`src/rtl/core/cmfp_pkg.sv`:
```
// ---------------------------------------------------------------------------
// cmfp_pkg: shared types and constants of the message frame parser
// Field codes, verdict codes, register indexes and the result word layout.
// ---------------------------------------------------------------------------
package cmfp_pkg;

    localparam int COUNT_WIDTH_DEF = 32;

    localparam logic [7:0]  MAX_MSG_TYPE_RST    = 8'd15;
    localparam logic [7:0]  MAX_ENTRY_TYPE_RST  = 8'd4;
    localparam logic [31:0] MAX_ENTRIES_RST     = 32'd100000;
    localparam logic [31:0] MAX_PEERS_RST       = 32'd16;
    localparam logic [31:0] MAX_FRAME_BYTES_RST = 32'd16777216;

    localparam logic [2:0] REG_MAX_MSG_TYPE    = 3'd0;
    localparam logic [2:0] REG_MAX_ENTRY_TYPE  = 3'd1;
    localparam logic [2:0] REG_MAX_ENTRIES     = 3'd2;
    localparam logic [2:0] REG_MAX_PEERS       = 3'd3;
    localparam logic [2:0] REG_MAX_FRAME_BYTES = 3'd4;

    // Header field numbers that carry a check or a count.
    localparam logic [3:0] HF_MSG_TYPE    = 4'd0;
    localparam logic [3:0] HF_FLAG_A      = 4'd10;
    localparam logic [3:0] HF_ENTRY_COUNT = 4'd11;
    localparam logic [3:0] HF_SNAP_SIZE   = 4'd12;
    localparam logic [3:0] HF_FLAG_B      = 4'd14;
    localparam logic [3:0] HF_PEER_COUNT  = 4'd15;

    // Entry header field numbers that carry a check or a count.
    localparam logic [2:0] EF_TYPE     = 3'd2;
    localparam logic [2:0] EF_DATA_LEN = 3'd5;

    localparam logic [4:0] FC_ENT_BASE  = 5'd16;
    localparam logic [4:0] FC_ENT_BYTE  = 5'd22;
    localparam logic [4:0] FC_SNAP_BYTE = 5'd23;
    localparam logic [4:0] FC_PEER_BASE = 5'd24;
    localparam logic [4:0] FC_VERDICT   = 5'd26;

    localparam logic [3:0] ST_OK        = 4'd0;
    localparam logic [3:0] ST_TRUNC     = 4'd1;
    localparam logic [3:0] ST_MSG_TYPE  = 4'd2;
    localparam logic [3:0] ST_FLAG      = 4'd3;
    localparam logic [3:0] ST_ENTRIES   = 4'd4;
    localparam logic [3:0] ST_PEERS     = 4'd5;
    localparam logic [3:0] ST_ENT_TYPE  = 4'd6;
    localparam logic [3:0] ST_TRAILING  = 4'd7;
    localparam logic [3:0] ST_OVERSIZE  = 4'd8;

    typedef struct packed {
        logic [7:0]  max_msg_type;
        logic [7:0]  max_entry_type;
        logic [31:0] max_entries;
        logic [31:0] peer_limit;
        logic [31:0] max_frame_bytes;
    } t_cfg;

    // One result: fields as on the output port.
    typedef struct packed {
        logic [4:0]  code;
        logic [63:0] value;
        logic [31:0] index;
        logic [3:0]  status;
    } t_res;

    // One queue word: up to two results from one byte.
    typedef struct packed {
        logic  two;
        t_res  r0;
        t_res  r1;
    } t_qword;

    function automatic logic [3:0] hdr_size(input logic [3:0] f);
        case (f)
            HF_MSG_TYPE, HF_FLAG_A, HF_FLAG_B: hdr_size = 4'd1;
            HF_ENTRY_COUNT, HF_SNAP_SIZE, HF_PEER_COUNT: hdr_size = 4'd4;
            default: hdr_size = 4'd8;
        endcase
    endfunction

    function automatic logic [3:0] ent_size(input logic [2:0] f);
        case (f)
            EF_TYPE: ent_size = 4'd1;
            EF_DATA_LEN: ent_size = 4'd4;
            default: ent_size = 4'd8;
        endcase
    endfunction

endpackage

```
`src/rtl/core/cmfp_front.sv`:
```
// ---------------------------------------------------------------------------
// cmfp_front: byte parser
// A byte per cycle while the queue has room; runs frame state, builds results.
// ---------------------------------------------------------------------------
module cmfp_front #(
    parameter int COUNT_WIDTH = cmfp_pkg::COUNT_WIDTH_DEF
) (
    input  logic             i_clk,
    input  logic             i_rst_n,
    input  logic             i_valid,
    output logic             o_ready,
    input  logic [7:0]       i_byte,
    input  logic             i_end,
    input  cmfp_pkg::t_cfg   i_cfg,
    output logic             o_qvalid,
    input  logic             i_qready,
    output cmfp_pkg::t_qword o_qword
);

    typedef enum logic [2:0] {
        PH_HDR, PH_ENT, PH_EDATA, PH_SNAP, PH_PEER, PH_DONE, PH_DISCARD
    } t_phase;

    localparam logic [63:0] COUNT_MAX = 64'((65'd1 << COUNT_WIDTH) - 65'd1);

    t_phase                 r_phase, n_phase;
    logic [3:0]             r_fbc, n_fbc;
    logic [63:0]            r_shift, n_shift;
    logic [3:0]             r_fnum, n_fnum;
    logic [COUNT_WIDTH-1:0] r_ent_left, n_ent_left;
    logic [COUNT_WIDTH-1:0] r_pay_left, n_pay_left;
    logic [COUNT_WIDTH-1:0] r_snap_size, n_snap_size;
    logic [COUNT_WIDTH-1:0] r_peer_left, n_peer_left;
    logic [31:0]            r_elem, n_elem;
    logic [31:0]            r_total;
    logic [3:0]             r_err, n_err;

    logic        take;
    logic [31:0] total;
    logic [63:0] v;
    logic        nres;
    cmfp_pkg::t_res res0;
    cmfp_pkg::t_qword qw;

    assign o_ready  = i_qready;
    assign take     = i_valid && i_qready;
    assign total    = (r_total == 32'hFFFF_FFFF) ? r_total : r_total + 32'd1;
    assign v        = {r_shift[55:0], i_byte};

    always_comb begin
        n_phase = r_phase; n_fbc = r_fbc; n_shift = r_shift; n_fnum = r_fnum;
        n_ent_left = r_ent_left; n_pay_left = r_pay_left;
        n_snap_size = r_snap_size; n_peer_left = r_peer_left;
        n_elem = r_elem; n_err = r_err;
        nres = 1'b0;
        res0 = '0;
        if (r_err == cmfp_pkg::ST_OK && total > i_cfg.max_frame_bytes) begin
            n_err = cmfp_pkg::ST_OVERSIZE; n_phase = PH_DISCARD;
        end else if (r_err == cmfp_pkg::ST_OK) begin
            unique case (r_phase)
                PH_HDR: begin
                    if (r_fbc + 4'd1 < cmfp_pkg::hdr_size(r_fnum)) begin
                        n_shift = v; n_fbc = r_fbc + 4'd1;
                    end else begin
                        n_shift = '0; n_fbc = '0; n_fnum = r_fnum + 4'd1;
                        nres = 1'b1;
                        res0.code = {1'b0, r_fnum}; res0.value = v;
                        if (r_fnum == cmfp_pkg::HF_MSG_TYPE &&
                            v > 64'(i_cfg.max_msg_type)) begin
                            n_err = cmfp_pkg::ST_MSG_TYPE; n_phase = PH_DISCARD;
                        end else if ((r_fnum == cmfp_pkg::HF_FLAG_A ||
                                      r_fnum == cmfp_pkg::HF_FLAG_B) && v > 64'd1) begin
                            n_err = cmfp_pkg::ST_FLAG; n_phase = PH_DISCARD;
                        end else if (r_fnum == cmfp_pkg::HF_ENTRY_COUNT) begin
                            if (v > 64'(i_cfg.max_entries) || v > COUNT_MAX) begin
                                n_err = cmfp_pkg::ST_ENTRIES; n_phase = PH_DISCARD;
                            end else n_ent_left = COUNT_WIDTH'(v);
                        end else if (r_fnum == cmfp_pkg::HF_SNAP_SIZE) begin
                            if (v > COUNT_MAX) begin
                                n_err = cmfp_pkg::ST_OVERSIZE; n_phase = PH_DISCARD;
                            end else n_snap_size = COUNT_WIDTH'(v);
                        end else if (r_fnum == cmfp_pkg::HF_PEER_COUNT) begin
                            if (v > 64'(i_cfg.peer_limit) || v > COUNT_MAX) begin
                                n_err = cmfp_pkg::ST_PEERS; n_phase = PH_DISCARD;
                            end else begin
                                n_peer_left = COUNT_WIDTH'(v);
                                n_fnum = '0; n_elem = '0;
                                if (r_ent_left != '0) n_phase = PH_ENT;
                                else if (r_snap_size != '0) begin
                                    n_pay_left = r_snap_size; n_phase = PH_SNAP;
                                end else
                                    n_phase = (v != 64'd0) ? PH_PEER : PH_DONE;
                            end
                        end
                    end
                end
                PH_ENT: begin
                    if (r_fbc + 4'd1 < cmfp_pkg::ent_size(r_fnum[2:0])) begin
                        n_shift = v; n_fbc = r_fbc + 4'd1;
                    end else begin
                        n_shift = '0; n_fbc = '0; n_fnum = r_fnum + 4'd1;
                        nres = 1'b1;
                        res0.code = cmfp_pkg::FC_ENT_BASE + {2'b0, r_fnum[2:0]};
                        res0.value = v; res0.index = r_elem;
                        if (r_fnum[2:0] == cmfp_pkg::EF_TYPE &&
                            v > 64'(i_cfg.max_entry_type)) begin
                            n_err = cmfp_pkg::ST_ENT_TYPE; n_phase = PH_DISCARD;
                        end else if (r_fnum[2:0] == cmfp_pkg::EF_DATA_LEN) begin
                            if (v > COUNT_MAX) begin
                                n_err = cmfp_pkg::ST_OVERSIZE; n_phase = PH_DISCARD;
                            end else begin
                                n_pay_left = COUNT_WIDTH'(v); n_fnum = '0;
                                if (v != 64'd0) n_phase = PH_EDATA;
                                else begin
                                    n_ent_left = r_ent_left - COUNT_WIDTH'(1);
                                    n_elem = r_elem + 32'd1;
                                    if (r_ent_left != COUNT_WIDTH'(1)) n_phase = PH_ENT;
                                    else if (r_snap_size != '0) begin
                                        n_pay_left = r_snap_size; n_phase = PH_SNAP;
                                    end else begin
                                        n_elem = '0;
                                        n_phase = (r_peer_left != '0) ? PH_PEER : PH_DONE;
                                    end
                                end
                            end
                        end
                    end
                end
                PH_EDATA: begin
                    nres = 1'b1;
                    res0.code = cmfp_pkg::FC_ENT_BYTE;
                    res0.value = {56'd0, i_byte}; res0.index = r_elem;
                    n_pay_left = r_pay_left - COUNT_WIDTH'(1);
                    if (r_pay_left == COUNT_WIDTH'(1)) begin
                        n_ent_left = r_ent_left - COUNT_WIDTH'(1);
                        n_elem = r_elem + 32'd1;
                        if (r_ent_left != COUNT_WIDTH'(1)) n_phase = PH_ENT;
                        else if (r_snap_size != '0) begin
                            n_pay_left = r_snap_size; n_phase = PH_SNAP;
                        end else begin
                            n_elem = '0;
                            n_phase = (r_peer_left != '0) ? PH_PEER : PH_DONE;
                        end
                    end
                end
                PH_SNAP: begin
                    nres = 1'b1;
                    res0.code = cmfp_pkg::FC_SNAP_BYTE;
                    res0.value = {56'd0, i_byte};
                    n_pay_left = r_pay_left - COUNT_WIDTH'(1);
                    if (r_pay_left == COUNT_WIDTH'(1)) begin
                        n_elem = '0; n_fnum = '0;
                        n_phase = (r_peer_left != '0) ? PH_PEER : PH_DONE;
                    end
                end
                PH_PEER: begin
                    if (!r_fnum[0] && r_fbc + 4'd1 < 4'd8) begin
                        n_shift = v; n_fbc = r_fbc + 4'd1;
                    end else begin
                        n_shift = '0; n_fbc = '0; n_fnum = {3'd0, ~r_fnum[0]};
                        nres = 1'b1;
                        res0.code = cmfp_pkg::FC_PEER_BASE + {4'd0, r_fnum[0]};
                        res0.value = v; res0.index = r_elem;
                        if (r_fnum[0]) begin
                            if (v > 64'd1) begin
                                n_err = cmfp_pkg::ST_FLAG; n_phase = PH_DISCARD;
                            end else begin
                                n_peer_left = r_peer_left - COUNT_WIDTH'(1);
                                n_elem = r_elem + 32'd1;
                                if (r_peer_left == COUNT_WIDTH'(1)) n_phase = PH_DONE;
                            end
                        end
                    end
                end
                PH_DONE: begin
                    n_err = cmfp_pkg::ST_TRAILING; n_phase = PH_DISCARD;
                end
                default: ;
            endcase
        end
        if (i_end && n_err == cmfp_pkg::ST_OK && n_phase != PH_DONE)
            n_err = cmfp_pkg::ST_TRUNC;
    end

    // Verdict result, placed after the field result if there is one.
    always_comb begin
        cmfp_pkg::t_res vr;
        vr.code = cmfp_pkg::FC_VERDICT; vr.value = {32'd0, total};
        vr.index = '0; vr.status = n_err;
        qw.two = nres && i_end;
        qw.r0  = nres ? res0 : vr;
        qw.r1  = vr;
    end

    always_ff @(posedge i_clk) begin
        if (!i_rst_n) begin
            r_phase <= PH_HDR; r_fbc <= '0; r_shift <= '0; r_fnum <= '0;
            r_ent_left <= '0; r_pay_left <= '0; r_snap_size <= '0;
            r_peer_left <= '0; r_elem <= '0; r_total <= '0; r_err <= '0;
            o_qvalid <= 1'b0;
        end else begin
            if (i_qready) o_qvalid <= take && (nres || i_end);
            if (take) begin
                o_qword <= qw;
                if (i_end) begin
                    r_phase <= PH_HDR; r_fbc <= '0; r_shift <= '0; r_fnum <= '0;
                    r_ent_left <= '0; r_pay_left <= '0; r_snap_size <= '0;
                    r_peer_left <= '0; r_elem <= '0; r_total <= '0; r_err <= '0;
                end else begin
                    r_phase <= n_phase; r_fbc <= n_fbc; r_shift <= n_shift;
                    r_fnum <= n_fnum; r_ent_left <= n_ent_left;
                    r_pay_left <= n_pay_left; r_snap_size <= n_snap_size;
                    r_peer_left <= n_peer_left; r_elem <= n_elem;
                    r_total <= total; r_err <= n_err;
                end
            end
        end
    end

    a_err_discard: assert property (@(posedge i_clk) disable iff (!i_rst_n)
        (r_err != cmfp_pkg::ST_OK) |-> (r_phase == PH_DISCARD))
        else $error("error latched outside discard phase");
    a_hold: assert property (@(posedge i_clk) disable iff (!i_rst_n)
        (o_qvalid && !i_qready) |=> (o_qvalid && $stable(o_qword)))
        else $error("queue word changed while stalled");
    a_reset_end: assert property (@(posedge i_clk) disable iff (!i_rst_n)
        (take && i_end) |=> (r_total == 32'd0 && r_phase == PH_HDR))
        else $error("frame state not cleared after frame end");

endmodule

```
`src/rtl/core/cmfp_back.sv`:
```
// ---------------------------------------------------------------------------
// cmfp_back: result issue
// Two-entry queue of result words; issues one or two results per word.
// ---------------------------------------------------------------------------
module cmfp_back (
    input  logic             i_clk,
    input  logic             i_rst_n,
    input  logic             i_qvalid,
    output logic             o_qready,
    input  cmfp_pkg::t_qword i_qword,
    output logic             o_valid,
    input  logic             i_ready,
    output cmfp_pkg::t_res   o_res,
    output logic             o_last
);

    cmfp_pkg::t_qword r_mem [2];
    logic [1:0] r_cnt;
    logic       r_rd, r_wr, r_half;
    logic       push, pop, wlast;

    assign o_qready = (r_cnt != 2'd2);
    assign push     = i_qvalid && o_qready;
    assign o_valid  = (r_cnt != 2'd0);
    assign wlast    = !r_mem[r_rd].two || r_half;
    assign o_res    = r_half ? r_mem[r_rd].r1 : r_mem[r_rd].r0;
    assign o_last   = wlast;
    assign pop      = o_valid && i_ready && wlast;

    always_ff @(posedge i_clk) begin
        if (push) r_mem[r_wr] <= i_qword;
        if (!i_rst_n) begin
            r_cnt <= '0; r_rd <= 1'b0; r_wr <= 1'b0; r_half <= 1'b0;
        end else begin
            if (push) r_wr <= ~r_wr;
            if (pop) r_rd <= ~r_rd;
            if (o_valid && i_ready) r_half <= !wlast;
            r_cnt <= r_cnt + {1'b0, push} - {1'b0, pop};
        end
    end

    a_no_over: assert property (@(posedge i_clk) disable iff (!i_rst_n)
        r_cnt != 2'd3) else $error("queue count out of range");
    a_half: assert property (@(posedge i_clk) disable iff (!i_rst_n)
        r_half |-> (o_valid && r_mem[r_rd].two))
        else $error("second result without a two-result word");

endmodule

```
`src/rtl/core/consensus_message_frame_parser.sv`:
```
// ---------------------------------------------------------------------------
// consensus_message_frame_parser: streaming consensus message frame parser
// Parses a byte stream frame by frame and emits tagged fields and a verdict.
// ---------------------------------------------------------------------------
// One byte is taken per cycle with no gaps while the output side keeps up.
// A byte yields up to two result words (a field and, on the last byte, the
// verdict), registered in the parser and then put in the two-entry queue
// between parser and output, which absorbs a byte that yields two results.
// Configuration must be written only when idle; the block does not check this.
module consensus_message_frame_parser #(
    parameter int COUNT_WIDTH = cmfp_pkg::COUNT_WIDTH_DEF
) (
    input  logic         i_clk,
    input  logic         i_rst_n,
    input  logic         s_axis_tvalid,
    output logic         s_axis_tready,
    input  logic [7:0]   s_axis_tdata,   // [7:0] data_byte
    input  logic         s_axis_tlast,   // frame_end
    output logic         m_axis_tvalid,
    input  logic         m_axis_tready,
    // [4:0] field_code, [68:5] field_value, [100:69] item_index, [104:101] status
    output logic [111:0] m_axis_tdata,
    output logic         m_axis_tlast,   // last
    input  logic         i_cfg_valid,
    output logic         o_cfg_ready,
    input  logic [2:0]   i_cfg_index,
    input  logic [31:0]  i_cfg_data
);

    cmfp_pkg::t_cfg   r_cfg;
    cmfp_pkg::t_qword qword;
    cmfp_pkg::t_res   res;
    logic             qvalid, qready;

    assign o_cfg_ready = 1'b1;

    always_ff @(posedge i_clk) begin
        if (!i_rst_n) begin
            r_cfg.max_msg_type    <= cmfp_pkg::MAX_MSG_TYPE_RST;
            r_cfg.max_entry_type  <= cmfp_pkg::MAX_ENTRY_TYPE_RST;
            r_cfg.max_entries     <= cmfp_pkg::MAX_ENTRIES_RST;
            r_cfg.peer_limit      <= cmfp_pkg::MAX_PEERS_RST;
            r_cfg.max_frame_bytes <= cmfp_pkg::MAX_FRAME_BYTES_RST;
        end else if (i_cfg_valid && o_cfg_ready) begin
            case (i_cfg_index)
                cmfp_pkg::REG_MAX_MSG_TYPE:    r_cfg.max_msg_type <= i_cfg_data[7:0];
                cmfp_pkg::REG_MAX_ENTRY_TYPE:  r_cfg.max_entry_type <= i_cfg_data[7:0];
                cmfp_pkg::REG_MAX_ENTRIES:     r_cfg.max_entries <= i_cfg_data;
                cmfp_pkg::REG_MAX_PEERS:       r_cfg.peer_limit <= i_cfg_data;
                cmfp_pkg::REG_MAX_FRAME_BYTES: r_cfg.max_frame_bytes <= i_cfg_data;
                default: ;
            endcase
        end
    end

    cmfp_front #(.COUNT_WIDTH(COUNT_WIDTH)) u_front (
        .i_clk, .i_rst_n,
        .i_valid(s_axis_tvalid), .o_ready(s_axis_tready),
        .i_byte(s_axis_tdata), .i_end(s_axis_tlast), .i_cfg(r_cfg),
        .o_qvalid(qvalid), .i_qready(qready), .o_qword(qword)
    );

    cmfp_back u_back (
        .i_clk, .i_rst_n,
        .i_qvalid(qvalid), .o_qready(qready), .i_qword(qword),
        .o_valid(m_axis_tvalid), .i_ready(m_axis_tready),
        .o_res(res), .o_last(m_axis_tlast)
    );

    assign m_axis_tdata = {7'd0, res.status, res.index, res.value, res.code};

endmodule

```
`config.mk`:
```
export PLATFORM = sky130hd
export DESIGN_NAME = consensus_message_frame_parser
export DESIGN_NICKNAME = d
export VERILOG_FILES = /design/src/rtl/core/cmfp_pkg.sv /design/src/rtl/core/cmfp_front.sv /design/src/rtl/core/cmfp_back.sv /design/src/rtl/core/consensus_message_frame_parser.sv
export SDC_FILE = /design/constraint.sdc
export NUM_CORES = 2
export LEC_CHECK = 0
export BUFFER_PORTS_ARGS = -buffer_cell sky130_fd_sc_hd__clkbuf_2
export CAP_MARGIN = 10
export CELL_PAD_IN_SITES_DETAIL_PLACEMENT = 1
export CELL_PAD_IN_SITES_GLOBAL_PLACEMENT = 1
export CORE_AREA = 2 2 360 362
export CTS_CLUSTER_DIAMETER = 100
export CTS_CLUSTER_SIZE = 14
export DETAILED_ROUTE_END_ITERATION = 10
export DIE_AREA = 0 0 362 364
export GPL_TIMING_DRIVEN = 0
export PLACE_DENSITY = 0.58
export SLEW_MARGIN = 20
export SYNTH_ARGS = -nofsm -noshare
export SYNTH_HDL_FRONTEND = slang
export SYNTH_SLANG_ARGS = --single-unit
```
`constraint.sdc`:
```
create_clock -name i_clk -period 19.32 [get_ports i_clk]
set_input_delay 4.83 -clock i_clk [delete_from_list [all_inputs] [get_ports i_clk]]
set_output_delay 4.83 -clock i_clk [all_outputs]
set_load 0.01 [all_outputs]
```
### After elaboration in Yosys (flattened, before gate mapping)

Memory sizes are Yosys's and may differ from the RTL's. A register that Yosys moved wholly into a read port is not among the register bits.
Cells that the tools add are included.

| word-level totals | value |
|---|---|
| register bits | 523 |
| memory bits (writable) | 284 |
| output and inout bits | 116 |
| memories kept | 1 |
| word-level logic and storage cells | 358 |
| ROM bits | 0 |
| bits of input ports | 49 |
| latch bits | 0 |

Memories:

| name | depth | width | rd ports | clocked after Yosys merged registers in | write ports | RTL line | source |
|---|---|---|---|---|---|---|---|
| u_back.r_mem | 2 | 142 | 1 | 1 | 1 | cmfp_back.sv:17 | `cmfp_pkg::t_qword r_mem [2];` |

| cells by class | value |
|---|---|
| bitwise logic cells | 5 |
| order comparisons | 10 |
| $mul | 0 |
| shift operators | 0 |
| reductions and logical operators | 57 |
| div/mod/pow operators | 0 |
| muxes and demuxes | 195 |
| add/subtract/negate cells | 11 |
| equal/unequal tests | 49 |

Operators by type and width:

| kind | count |
|---|---|
| $mux W32 | 83 |
| $mux W101 | 4 |
| $pmux W69 S5 | 1 |
| $mux W56 | 6 |
| $pmux W32 S3 | 2 |
| $mux W4 | 47 |
| $pmux W56 S3 | 1 |
| $pmux W32 S5 | 1 |
| $mux W68 | 2 |
| $gt A64 B32 Y1 | 2 |
| $gt A64 B8 Y1 | 2 |
| $pmux W32 S4 | 1 |
| $mux W105 | 1 |
| $reduce_bool A32 Y1 | 3 |
| $sub A32 B1 Y32 const B | 3 |
| $mux W3 | 27 |
| $add A32 B1 Y32 const B | 2 |
| $eq A32 B1 Y1 const B | 2 |
| $gt A64 B1 Y1 const B | 1 |
| $gt A64 B32 Y1 const B | 1 |
| $pmux W32 S2 | 1 |
| $reduce_bool A64 Y1 | 1 |
| $ne A3 B3 Y1 const B | 15 |
| $eq A32 B32 Y1 const B | 1 |
| 42 further kinds | 117 |

### Depth between registers and ports, before layout

| logic depth | value |
|---|---|
| word-level depth | 18 |
| depth in mapped cells | 25 |
| mapped depth without buffers | 21 |

### Hierarchy

Synthesis repeated with hierarchy kept, for this count alone.

| unflattened totals | value |
|---|---|
| cell total of the unflattened synthesis | 3750 |
| area, all modules | 43790.7 um^2 |

Modules (own cells, without submodules):

| module | times used | cells each | area an instance (um^2) |
|---|---|---|---|
| cmfp_front | 1 | 2740 | 23951.7 |
| cmfp_back | 1 | 585 | 15511.1 |
| consensus_message_frame_parser | 1 | 425 | 4327.9 |

### Worst setup path before layout

No wires, ideal clock.

| path | value |
|---|---|
| path kind | input-to-reg |
| start point | in i_rst_n |
| end point | reg u_front.o_qword[0] (netlist bit), enable pin |
| required time | 18.800 ns |
| stages on the path | 3 |
| data arrival time | 8.694 ns |
| slack | 10.107 ns |
| library setup time | 0.520 ns |
| cell sequence | clkbuf_1 -> clkbuf_1 -> and3_1 |

| between the ends | value |
|---|---|
| cells in the longest elaborated chain, start to end | 1 |

Ends and longest elaborated chain:

| element | RTL line | source |
|---|---|---|
| start, declared | consensus_message_frame_parser.sv:14 | `input logic i_rst_n,` |
| $reduce_and A2 Y1 (no line) | n/a |  |
| end signal, assigned | cmfp_front.sv:204 | `o_qword <= qw;` |
| end, declared | cmfp_front.sv:17 | `output cmfp_pkg::t_qword o_qword` |

Every way passes these cells.
A chain may end at the register's enable or synchronous reset.

### Worst setup path in the final report

| path | value |
|---|---|
| start point | in s_axis_tdata[0] |
| end point | reg u_front.o_qword[105] (netlist bit) (data pin) |

| between the ends | value |
|---|---|
| cells in the longest elaborated chain, start to end | 17 |
| elaborated cells between the ends (all ways) | 58 |
| those cells by class | order compare: 6; eq/ne: 1; mux: 42; reduce/logical: 9 |

Ends and longest elaborated chain:

| element | RTL line | source |
|---|---|---|
| start, declared | consensus_message_frame_parser.sv:17 | `input logic [7:0] s_axis_tdata,` |
| branches (longest 16 deep; another with $gt A64 B32 Y1) | n/a |  |
| $mux W4 (*) | cmfp_front.sv:181 | `if (i_end && n_err == cmfp_pkg::ST_OK && n_phase != PH_DONE)` |
| named net u_front.n_err[0] | cmfp_front.sv:36 | `logic [3:0] r_err, n_err;` |

Mark *: on every way through the listed nets, which the timed path passes.

==> key figures <==
Outcome
  – Status: finished clean

Placed design
  – Cell count after placement: 5573
  – RePlAce Congestion: between 0.9 and 1
  – I/O Buffers: about 160
  – Final HPWL DP: about 100000 um

Hold path
  – Hold Crit Class: flop to flop
  – Hold path start: u_front.o_qword[174]
  – Hold path depth: 0
  – Worst Hold End: u_back.r_mem[0][105]

Die
  – Die area: ~130000 um^2
  – Core Region: 128000 um^2
  – Die width: roughly 360 um
  – Die Span Y: 364 um
  – Initial Utilization: 0.298
  – Io pins: 165
  – Row count: ~130

Timing
  – Worst slew pin tran: about 1.3 ns
  – Setup violations, final: 0
  – Unrepaired setup endpoints after global routing: no
  – Tcrit/Tclk final: 0.491
  – Setup_tns: 0 ns
  – Post-route minimum period: approximately 9.5 ns
  – Clock skew: 0.0476 ns
  – Pins Over Slew Limit: 0
  – Final Hold Violating Endpoints: 0
  – Rel. slew slack: 0.135
  – Achievable frequency: about 110 MHz

Routing
  – Met2 Routed Length: around 62000 um
  – Total wire length: about 140000 um
  – DRC errors left: 0
  – Met3 WL: around 7400 um
  – Vias per inst: 5.29
  – Post-route ant nets: 0
  – Max layer used: met5
  – Wire per inst: 24.5 um
  – 1st-iter DRT viols: between 2000 and 2500
  – Routed met1 length: between 60000 and 70000 um
  – Detailed Routing Iterations Pass 1: 5
  – Vias: ~30000

Cells and area
  – Commonest non-fill, non-tap cell in the layout: nand2_1
  – Fin cells: 5692
  – Area grow syn2layout: 14.1%
  – ANT cells: 0
  – Commonest cells after routing, fill and taps aside: nand2_1, edfxtp_1, dfxtp_1
  – Final net count: ~4200
  – Core Util, Final: 0.340
  – Ratio of cells with drive above 1 in the final layout: 0.0899

CTS
  – Clock Sinks: 808
  – Clk_lat worst skew: ~0.7 ns
  – Clock-pin transition on the worst setup and hold timing paths: approximately 0.080 ns
  – Post-CTS Resized: 0
  – Clock Tree Root: clkbuf_16
  – # hold bufs at CTS: 0
  – Total number of H-tree levels: 3
  – Total CTS buffers: 69
  – Postcts setup bufs: 0
  – CTS tree: done
  – CTS Buffer Depth: 3

Setup path
  – CP max FO: 10
  – R2R Path Start: u_front.r_total[6]
  – Critical Path Max Stage Delay: 0.83 ns
  – Crit. End Element: flop
  – FF-to-FF End: u_front.o_qword[168]
  – R2r setup slk: 11.72 ns
  – CP Launch Type: input pin
  – Most used cell along the critical path: a211oi_1
  – Worst path cell trace: clkbuf_2 -> inv_1 -> ha_1 -> nand4_1 -> nor4_1 -> a211oi_1 -> a221o_1 -> a211oi_1 -> a211oi_1 -> o41ai_1 -> a211oi_1 -> o41ai_1 -> and2_1
  – Critical path class: input pin to flop
  – CP required: around 20 ns
  – FF-to-FF path depth: 25
  – WP data arrival: 10.04 ns
  – Worst-path cell with the longest stage delay: o41ai_1

Global route
  – Largest net degree at the start of global routing: 53
  – Congestion Overflow GR: 0
  – Gr usage total: 0.208
  – Initial antenna violation count: 6
  – First-pass GRT wire length: between 200000 and 250000 um
  – Vias in the first global route: 30100

Logic synthesis
  – Flops & latches, synth: about 800
  – Post-Syn Area: about 38000 um^2
  – Post-synth ARST share: 0
  – Unique masters post-synth: 84
  – EDFF count, synth: approximately 430
  – Avg Inst Size Synth: 10.3 um^2
  – Synth warnings: 0
  – Syn Inst Count: approximately 3700
  – Sequential fraction of the synthesis area: 0.535
  – Synth Flop Type: edfxtp_1

Pwr
  – Cell Pwr Density: roughly 120 nW/um^2
  – Leak Pwr: approximately 15 nW
  – Switching Share: 0.371
  – Sw Pwr: between 1.5 and 2 mW
  – Peak supply drop: around 0.069 mV
  – Flop pwr share: 0.410
  – Clock power frac: 0.272
  – Comb pwr share: 0.318
  – Internal power: 3.18 mW

Run
  – Max-Cap Viols: 0
worst max-delay path, delay by kind of cell:
kind / cells / cell delay, ns
buffers and inverters: 2 / 0.77
AO/OA/AOI/OAI: 7 / 2.90
AND/OR/NAND/NOR: 3 / 1.10
adder cells (fa/ha/maj): 1 / 0.45
sequential cells by signal, indices dropped and copies added (netlist names), named ones only:
name,cells
u_back.r_mem,284
u_front.o_qword,142
r_cfg,112
u_front.r_shift,56
u_front.r_elem,32
u_front.r_ent_left,32
u_front.r_pay_left,32
u_front.r_peer_left,32
u_front.r_snap_size,32
u_front.r_total,32
u_front.r_err,4
u_front.r_fbc,4
u_front.r_fnum,4
u_front.r_phase,3
u_back.r_cnt,2
u_back.r_half,1
u_back.r_rd,1
u_back.r_wr,1
u_front.o_qvalid,1
per-stage QoR:
| stage | cell area [um^2] | setup slack [ns] | hold WS [ns] | power (mW) |
|---|---|---|---|---|
| 5_1_grt | 43600 | 9.87 | 0.445 | 5.31 |
| 4_1_cts | 43600 | 10.10 | 0.440 | 5.11 |
| 3_3_place_gp | 41100 | 7.15 | 0.422 | 3.71 |
| 3_5_place_dp | 41500 | 9.38 | 0.431 | 3.72 |
| 2_1_floorplan | 38200 | 10.11 | 0.421 | 3.07 |
| 6_report | 43600 | 9.84 | 0.444 | 5.06 |
per-layer routing:
layer | global-route usage | up-vias
met5 | 0 | -
met4 | 0.0589 | 4
met3 | 0.0293 | 165
met2 | 0.330 | 776
met1 | 0.295 | 15200
li1 | - | 14000
cells by family after synthesis:
kind of cell               after synthesis  synth area share
AOI/OAI and AO/OA                      813             0.145
xor gates and xnor gates                76            0.0174
adders and majority gates              131            0.0429
buffers and inverters                  404            0.0406
DFF                                    808             0.535
muxes                                  117            0.0425
other                                    2          0.000197
and+or+nand+nor                       1372             0.176
final cells by class:
| cell class | instances | area [um^2] |
|---|---|---|
| multi-input cells | 2517 | 16300 |
| plain buffers | 251 | 1000 |
| fillers | 14500 | 84800 |
| inverters | 153 | 574 |
| clock inverters | 10 | 179 |
| repair buffers | 170 | 1140 |
| flip-flops and latches | 808 | 20400 |
| clock buffers | 108 | 1880 |
| well taps | 1675 | 2100 |
cells in the mapped netlist, types with 8 or more instances:
library cell  number  share of area
a21boi_0         171          0.034
and3_1            28         0.0046
o41ai_1           12         0.0028
nand3_1          183          0.024
o21a_1            12         0.0024
edfxtp_1         426           0.33
o22ai_1           10         0.0016
a222oi_1          26         0.0068
a221oi_1           8         0.0018
a21oi_1          151          0.020
or4_1             19         0.0037
a22o_1            21         0.0048
nor2_1           267          0.026
nand4_1           52         0.0085
nor4_1            69          0.011
or2_2             10         0.0016
dfxtp_1          382           0.20
o21ai_1           51         0.0067
ha_1             131          0.043
and2_1           109          0.018
a22oi_1           32         0.0063
mux4_2            36          0.021
nor2b_1           55         0.0090
o211ai_1          21         0.0041
buf_1             25         0.0025
or3_1             15         0.0025
nand2_1          435          0.043
o31ai_1           43         0.0085
o21ai_0           97          0.013
a21o_1            13         0.0026
nand4b_1          10         0.0023
nor3_1            56         0.0073
and4_1             8         0.0018
nand2b_1          15         0.0025
mux2i_1           79          0.021
xnor2_1           46          0.011
a211oi_1           8         0.0016
inv_1            151          0.015
a21boi_1          47         0.0092
clkbuf_1         213          0.021
xor2_1            30         0.0069
buf_4              8         0.0016
a31oi_1           26         0.0043
how the worst max path moves through the flow:
stage | start | to | slack, ns | depth (start not counted)
final | s_axis_tdata[0] | u_front.o_qword[105] | 9.84 | 13
after global routing | s_axis_tdata[0] | u_front.r_pay_left[25] | 9.87 | 13
after CTS | s_axis_tdata[0] | u_front.o_qword[105] | 10.10 | 13
after detailed placement | s_axis_tdata[0] | u_front.o_qword[105] | 9.38 | 13
after global placement | i_rst_n | u_front.o_qword[134] | 7.15 | 4
after floorplan | i_rst_n | u_front.o_qword[0] | 10.11 | 3
power by group through the flow:
stage | Sequential (mW) | Clock, mW | Combinational, mW
after global routing | 2.09 | 1.48 | 1.75
after detailed placement | 2.11 | 0 | 1.61
after global placement | 2.15 | 0 | 1.55
after CTS | 2.08 | 1.42 | 1.61
after floorplan | 2.11 | 0 | 0.953
final | 2.08 | 1.38 | 1.61
Power figures use the tool's default switching activity.
